$ cat config.mk
export PLATFORM = sky130hd
export DESIGN_NAME = hfba_ctrl
export DESIGN_NICKNAME = d
export VERILOG_FILES = /design/src/hfba_pkg.sv /design/src/hfba_ctrl.sv
export SDC_FILE = /design/constraint.sdc
export NUM_CORES = 1
export LEC_CHECK = 0
export ABC_AREA = 1
export BUFFER_PORTS_ARGS = -buffer_cell sky130_fd_sc_hd__buf_2
export CELL_PAD_IN_SITES_DETAIL_PLACEMENT = 0
export CELL_PAD_IN_SITES_GLOBAL_PLACEMENT = 1
export CORE_MARGIN = 10
export CORE_UTILIZATION = 24
export DETAILED_ROUTE_END_ITERATION = 12
export MAX_ROUTING_LAYER = met4
export PLACE_DENSITY = 0.72
export SLEW_MARGIN = 30
export SYNTH_ARGS = -nofsm -noshare
export SYNTH_HDL_FRONTEND = slang
export SYNTH_SLANG_ARGS = --single-unit
$ cat constraint.sdc
create_clock -name clk -period 1.8 [get_ports clk]
set_clock_uncertainty 0.15 [all_clocks]
set_input_delay 0.36 -clock clk [delete_from_list [all_inputs] [get_ports clk]]
set_output_delay 0.36 -clock clk [all_outputs]
set_load 0.1 [all_outputs]
$ cat src/hfba_pkg.sv
// Shared types, codes and control structs of the huge-frame bitmap allocator.
`timescale 1ns / 1ps
`default_nettype none
package hfba_pkg;

	// Fixed field widths.
	localparam int ADDR_W    = 36;
	localparam int END_W     = 37;
	localparam int STATUS_W  = 3;
	localparam int FREED_W   = 16;
	localparam int MODE_W    = 2;
	localparam int CFG_IDX_W = 2;
	localparam int CFG_W     = 36;

	// Addresses below 1 GiB are always treated as kernel frames.
	localparam logic [END_W-1:0] KERNEL_FLOOR = 37'h0_4000_0000;

	// Operation modes.
	localparam logic [MODE_W-1:0] MODE_REQUEST = 2'd0;
	localparam logic [MODE_W-1:0] MODE_FREE    = 2'd1;
	localparam logic [MODE_W-1:0] MODE_QUERY   = 2'd2;
	localparam logic [MODE_W-1:0] MODE_RANGE   = 2'd3;

	// Status codes.
	localparam logic [STATUS_W-1:0] ST_OK          = 3'd0;
	localparam logic [STATUS_W-1:0] ST_NO_FREE     = 3'd1;
	localparam logic [STATUS_W-1:0] ST_MISALIGNED  = 3'd2;
	localparam logic [STATUS_W-1:0] ST_KERNEL_SKIP = 3'd3;
	localparam logic [STATUS_W-1:0] ST_KERNEL_VIOL = 3'd4;
	localparam logic [STATUS_W-1:0] ST_NOT_IN_USE  = 3'd5;
	localparam logic [STATUS_W-1:0] ST_RANGE       = 3'd6;

	// Configuration register indexes.
	localparam logic [CFG_IDX_W-1:0] CFG_KERNEL_LOW  = 2'd0;
	localparam logic [CFG_IDX_W-1:0] CFG_KERNEL_HIGH = 2'd1;
	localparam logic [CFG_IDX_W-1:0] CFG_INIT_DONE   = 2'd2;

	// Input word.
	typedef struct packed {
		logic [MODE_W-1:0] mode;
		logic [ADDR_W-1:0] address;
		logic [END_W-1:0]  range_end;
	} item_t;

	// Result word.
	typedef struct packed {
		logic [ADDR_W-1:0]   frame_address;
		logic [STATUS_W-1:0] status;
		logic                in_use;
		logic [FREED_W-1:0]  freed_count;
	} result_t;

	// Commands from the controller to the datapath.
	typedef struct packed {
		logic                load;
		logic                clr_step;
		logic                scan_rd;
		logic                scan_take;
		logic                rd_frame;
		logic                next_frame;
		logic                clear_bit;
		logic                take_bit;
		logic                set_err;
		logic [STATUS_W-1:0] err_code;
	} hfba_cmd_t;

	// Status from the datapath to the controller.
	typedef struct packed {
		logic [MODE_W-1:0]   mode;
		logic                clr_last;
		logic                count_zero;
		logic                scan_found;
		logic                walk_end;
		logic                chk_fail;
		logic                chk_skip;
		logic [STATUS_W-1:0] chk_code;
		logic                bit_set;
	} hfba_stat_t;

endpackage
`default_nettype wire

$ cat src/hfba_ctrl.sv
// Controller state machine of the allocator.
`timescale 1ns / 1ps
`default_nettype none
module hfba_ctrl (
	input  wire logic                 clk,
	input  wire logic                 arst_n,
	input  wire logic                 start,
	input  wire hfba_pkg::hfba_stat_t stat,
	output hfba_pkg::hfba_cmd_t       cmd,
	output logic                      busy,
	output logic                      done
);
	import hfba_pkg::*;

	typedef enum logic [2:0] {
		S_CLEAR,
		S_IDLE,
		S_PREP,
		S_SCAN,
		S_CHECK,
		S_BITTEST,
		S_QBIT,
		S_DONE
	} state_t;

	state_t state_q;
	state_t state_d;

	// Next state and commands.
	always_comb begin
		state_d = state_q;
		cmd     = '0;
		case (state_q)
			S_CLEAR: begin
				cmd.clr_step = 1'b1;
				if (stat.clr_last) begin
					state_d = S_IDLE;
				end
			end
			S_IDLE: begin
				if (start) begin
					cmd.load = 1'b1;
					state_d  = S_PREP;
				end
			end
			S_PREP: begin
				if (stat.mode != MODE_REQUEST) begin
					state_d = S_CHECK;
				end else if (stat.count_zero) begin
					state_d = S_DONE;
				end else begin
					state_d = S_SCAN;
				end
			end
			S_SCAN: begin
				cmd.scan_rd = 1'b1;
				if (stat.scan_found) begin
					cmd.scan_take = 1'b1;
					state_d       = S_DONE;
				end
			end
			S_CHECK: begin
				if (stat.walk_end) begin
					state_d = S_DONE;
				end else if (stat.chk_fail) begin
					cmd.set_err  = 1'b1;
					cmd.err_code = stat.chk_code;
					state_d      = S_DONE;
				end else if (stat.chk_skip) begin
					cmd.next_frame = 1'b1;
				end else begin
					cmd.rd_frame = 1'b1;
					state_d      = (stat.mode == MODE_QUERY) ? S_QBIT : S_BITTEST;
				end
			end
			S_BITTEST: begin
				if (!stat.bit_set) begin
					cmd.set_err  = 1'b1;
					cmd.err_code = ST_NOT_IN_USE;
					state_d      = S_DONE;
				end else begin
					cmd.clear_bit = 1'b1;
					if (stat.mode == MODE_RANGE) begin
						cmd.next_frame = 1'b1;
						state_d        = S_CHECK;
					end else begin
						state_d = S_DONE;
					end
				end
			end
			S_QBIT: begin
				cmd.take_bit = 1'b1;
				state_d      = S_DONE;
			end
			S_DONE: begin
				state_d = S_IDLE;
			end
			default: begin
				state_d = S_IDLE;
			end
		endcase
	end

	// State register; the map is swept to all ones after reset.
	always_ff @(posedge clk or negedge arst_n) begin
		if (!arst_n) begin
			state_q <= S_CLEAR;
		end else begin
			state_q <= state_d;
		end
	end

	assign busy = state_q != S_IDLE;
	assign done = state_q == S_DONE;

endmodule
`default_nettype wire
==> flow_summary.toml <==
[status]
status = "complete, but fails checks"
failed_checks = "setup timing"

[power]
ir_drop_v = 0.00133
power_frac_seq_pct = 6.4
power_density_nw_per_um2 = 2000
p_switching_mw = 1.27
p_int_mw = 0.914
total_power_mw = 2.18
comb_power_share_pct = 88.1
p_leak_nw = 0.563
clock_power_share_pct = 5.5
switching_share_pct = 58.1

[worst_setup_path]
end_kind = "output port"
crit_type = "reg -> out"
cp-start-kind = "flop"
crit_start = "state_q[0]"
crit_arrival_ns = 1.47
crit_fanout = 4
reg2reg_from = "state_q[0]"
worstPathRequired_ns = 1.29

[global_routing]
grt_max_degree = 6
grt_pass1_wl_mm = 2.93
antenna_found_initial = 0
gr-total-overflow = 0
grt_use_total_pct = 9.12
grt_pass1_vias = 672

[timing]
maxSlewHeadroom_pct = 78.9
drv_slew = 0
layout_setup_ws_ns = -0.179
setup_violations = 9
max_freq_ghz = 0.505
fin_crit_ns = 1.98
min_period_over_period_pct = 110
hold_viol = 0
hold_slack_ns = 0.301
worstMarginPinSlew_ns = 0.314
fin_tns_setup_ns = -1.09
rsz0062_at_grt = "true"

[final_layout]
num-nets-final = 142
antenna_cells = 0
largest_register_ffs = 3
stdcell_area_um2 = 1090
syn_to_final_growth_pct = 153
instances_no_fill = 151
fin_util_pct = 64.0
regMostFlops = "state_q"
largestRegisters = "state_q: 3 flops"
fillers = 143
layout-drive-gt1-share_pct = 60.3

[route]
wl_met2_um = 883
drc_errors = 0
first_iter_violations = 7
drtPass1Iterations = 4
vias_per_cell = 4.28
met3_length_um = 84
top_layer_used = "met4"
wl_per_cell_um = 11.5
totalWireLength_mm = 1.74
drtAntennaViolNets = 0
vias = 646
drt-met1-wl_um = 753

[synth]
synth_fp_nets = 91
ys_seq_area_share_pct = 17.4
synth_area_um2 = 432
avgSynthCellArea_um2 = 5.68
synth_cells = 76
ys_ff_latch = 3
ys_warn_count = 0
ys_types = 19

[placement]
gp_congestion = 0.777
place_inst = 139
post_dp_cell_area_um2 = 953
dp_hpwl_mm = 1.42
io_buffers = 28
place_ws_ns = 0.0229

[clock_network]
ctsLongestPathBuffers = 2
htreeDepth = 1
cts-root-buf = "clkbuf_4"
clk-insertion-delay-late_ns = 0.23
numClockSinks = 3
cts_inserted_buffers = 3
cts_tree = "built"
path_clk_slew_ns = 0.04

[die]
dieArea_um2 = 3900
io-pin-count = 29
core_area_um2 = 1710
start_util_pct = 25.3
dieHeight_um = 62.4
rows = 15
chipWidth_um = 62.4

[run]
max_cap_viol_count = 0

[worst_hold_path]
hold_class = "in -> async"
==> cell usage after synthesis <==
cell      number  area [um2]
nand2_1       18        67.6
nand3_1        7        35.0
nand2_4        2        22.5
inv_1         14        52.6
nand3_2        1        10.0
nor2_1        12        45.0
nand3b_1       1        7.51
nand2_2        2        12.5
a21oi_1        1        5.00
o21ai_0        1        5.00
nor2_4         2        22.5
dfrtp_1        3        75.1
nor3_2         1        10.0
and3b_1        1        8.76
o31ai_1        2        15.0
or2_1          1        6.26
inv_2          4        15.0
nand4_1        1        6.26
o21ai_1        2        10.0
==> cell usage in the layout, fill, tap and decap left out, types with 4 or more instances in the layout <==
cell type,n
nor2_1,7
inv_1,12
buf_12,14
nand2_1,17
buf_2,14
nor2_4,6
buf_4,16
inv_2,5
nand3_1,4
==> area by class of cell <==
class	count	area (um2)	area share [%]
Clock buffer	4	26.3	2.40
Inverter	18	70.1	6.41
Timing Repair Buffer	46	492	45.0
Tap cell	25	31.3	2.86
Multi-Input combinational cell	55	398	36.4
Sequential cell	3	76.3	6.98
==> worst max-delay path, cell delays in order, from the launching register on <==
cell and delay [ns]:
dfrtp_1 0.39, inv_2 0.07, nand2_2 0.06, nor2_4 0.08, nand3b_1 0.20, o21ai_2 0.23, buf_12 0.19
==> logic make-up (layout without fill, tap and decap cells) <==
kind of cell / after synthesis / count (layout) / share of synthesized area, %
simple gates: 49 / 49 / 58.8
buf+inv: 18 / 68 / 15.7
compound gates: 6 / 6 / 8.11
flops: 3 / 3 / 17.4
==> routing by layer <==
layer  vias to the layer above  global-route usage [%]
li1                        333                       -
met1                       286                    10.3
met2                        25                    16.2
met3                         2                   0.896
met4                         0                    3.35
met5                         -                       -
==> power by group through the flow <==
stage	clock network (mW)	logic, mW	registers (mW)
final	0.119	1.92	0.140
after global placement	0	1.68	0.149
after CTS	0.120	1.90	0.135
after global routing	0.123	2.03	0.143
after floorplan	0	1.07	0.159
after detailed placement	0	1.69	0.151
==> timing repair <==
item	in CTS	in global routing
hold endpoints to repair	3	0
pin swaps	7	6
hold buffers	1	0
resized for setup	11	1
buffers inserted	6	1
setup endpoints to repair	12	12
==> final timing paths <==
path / to / slack, ns / cells after the start
setup / recovery: cmd[0] / -0.18 / 6
hold / removal: state_q[0] / 0.30 / 2
setup reg to reg: state_q[0] / 0.23 / 9
hold reg to reg: state_q[2] / 0.58 / 4
max in group asynchronous: state_q[2] / 1.08 / 2
min in group clk: state_q[1] / 0.31 / 4
No activity file was read; power rests on OpenSTA's default activity.
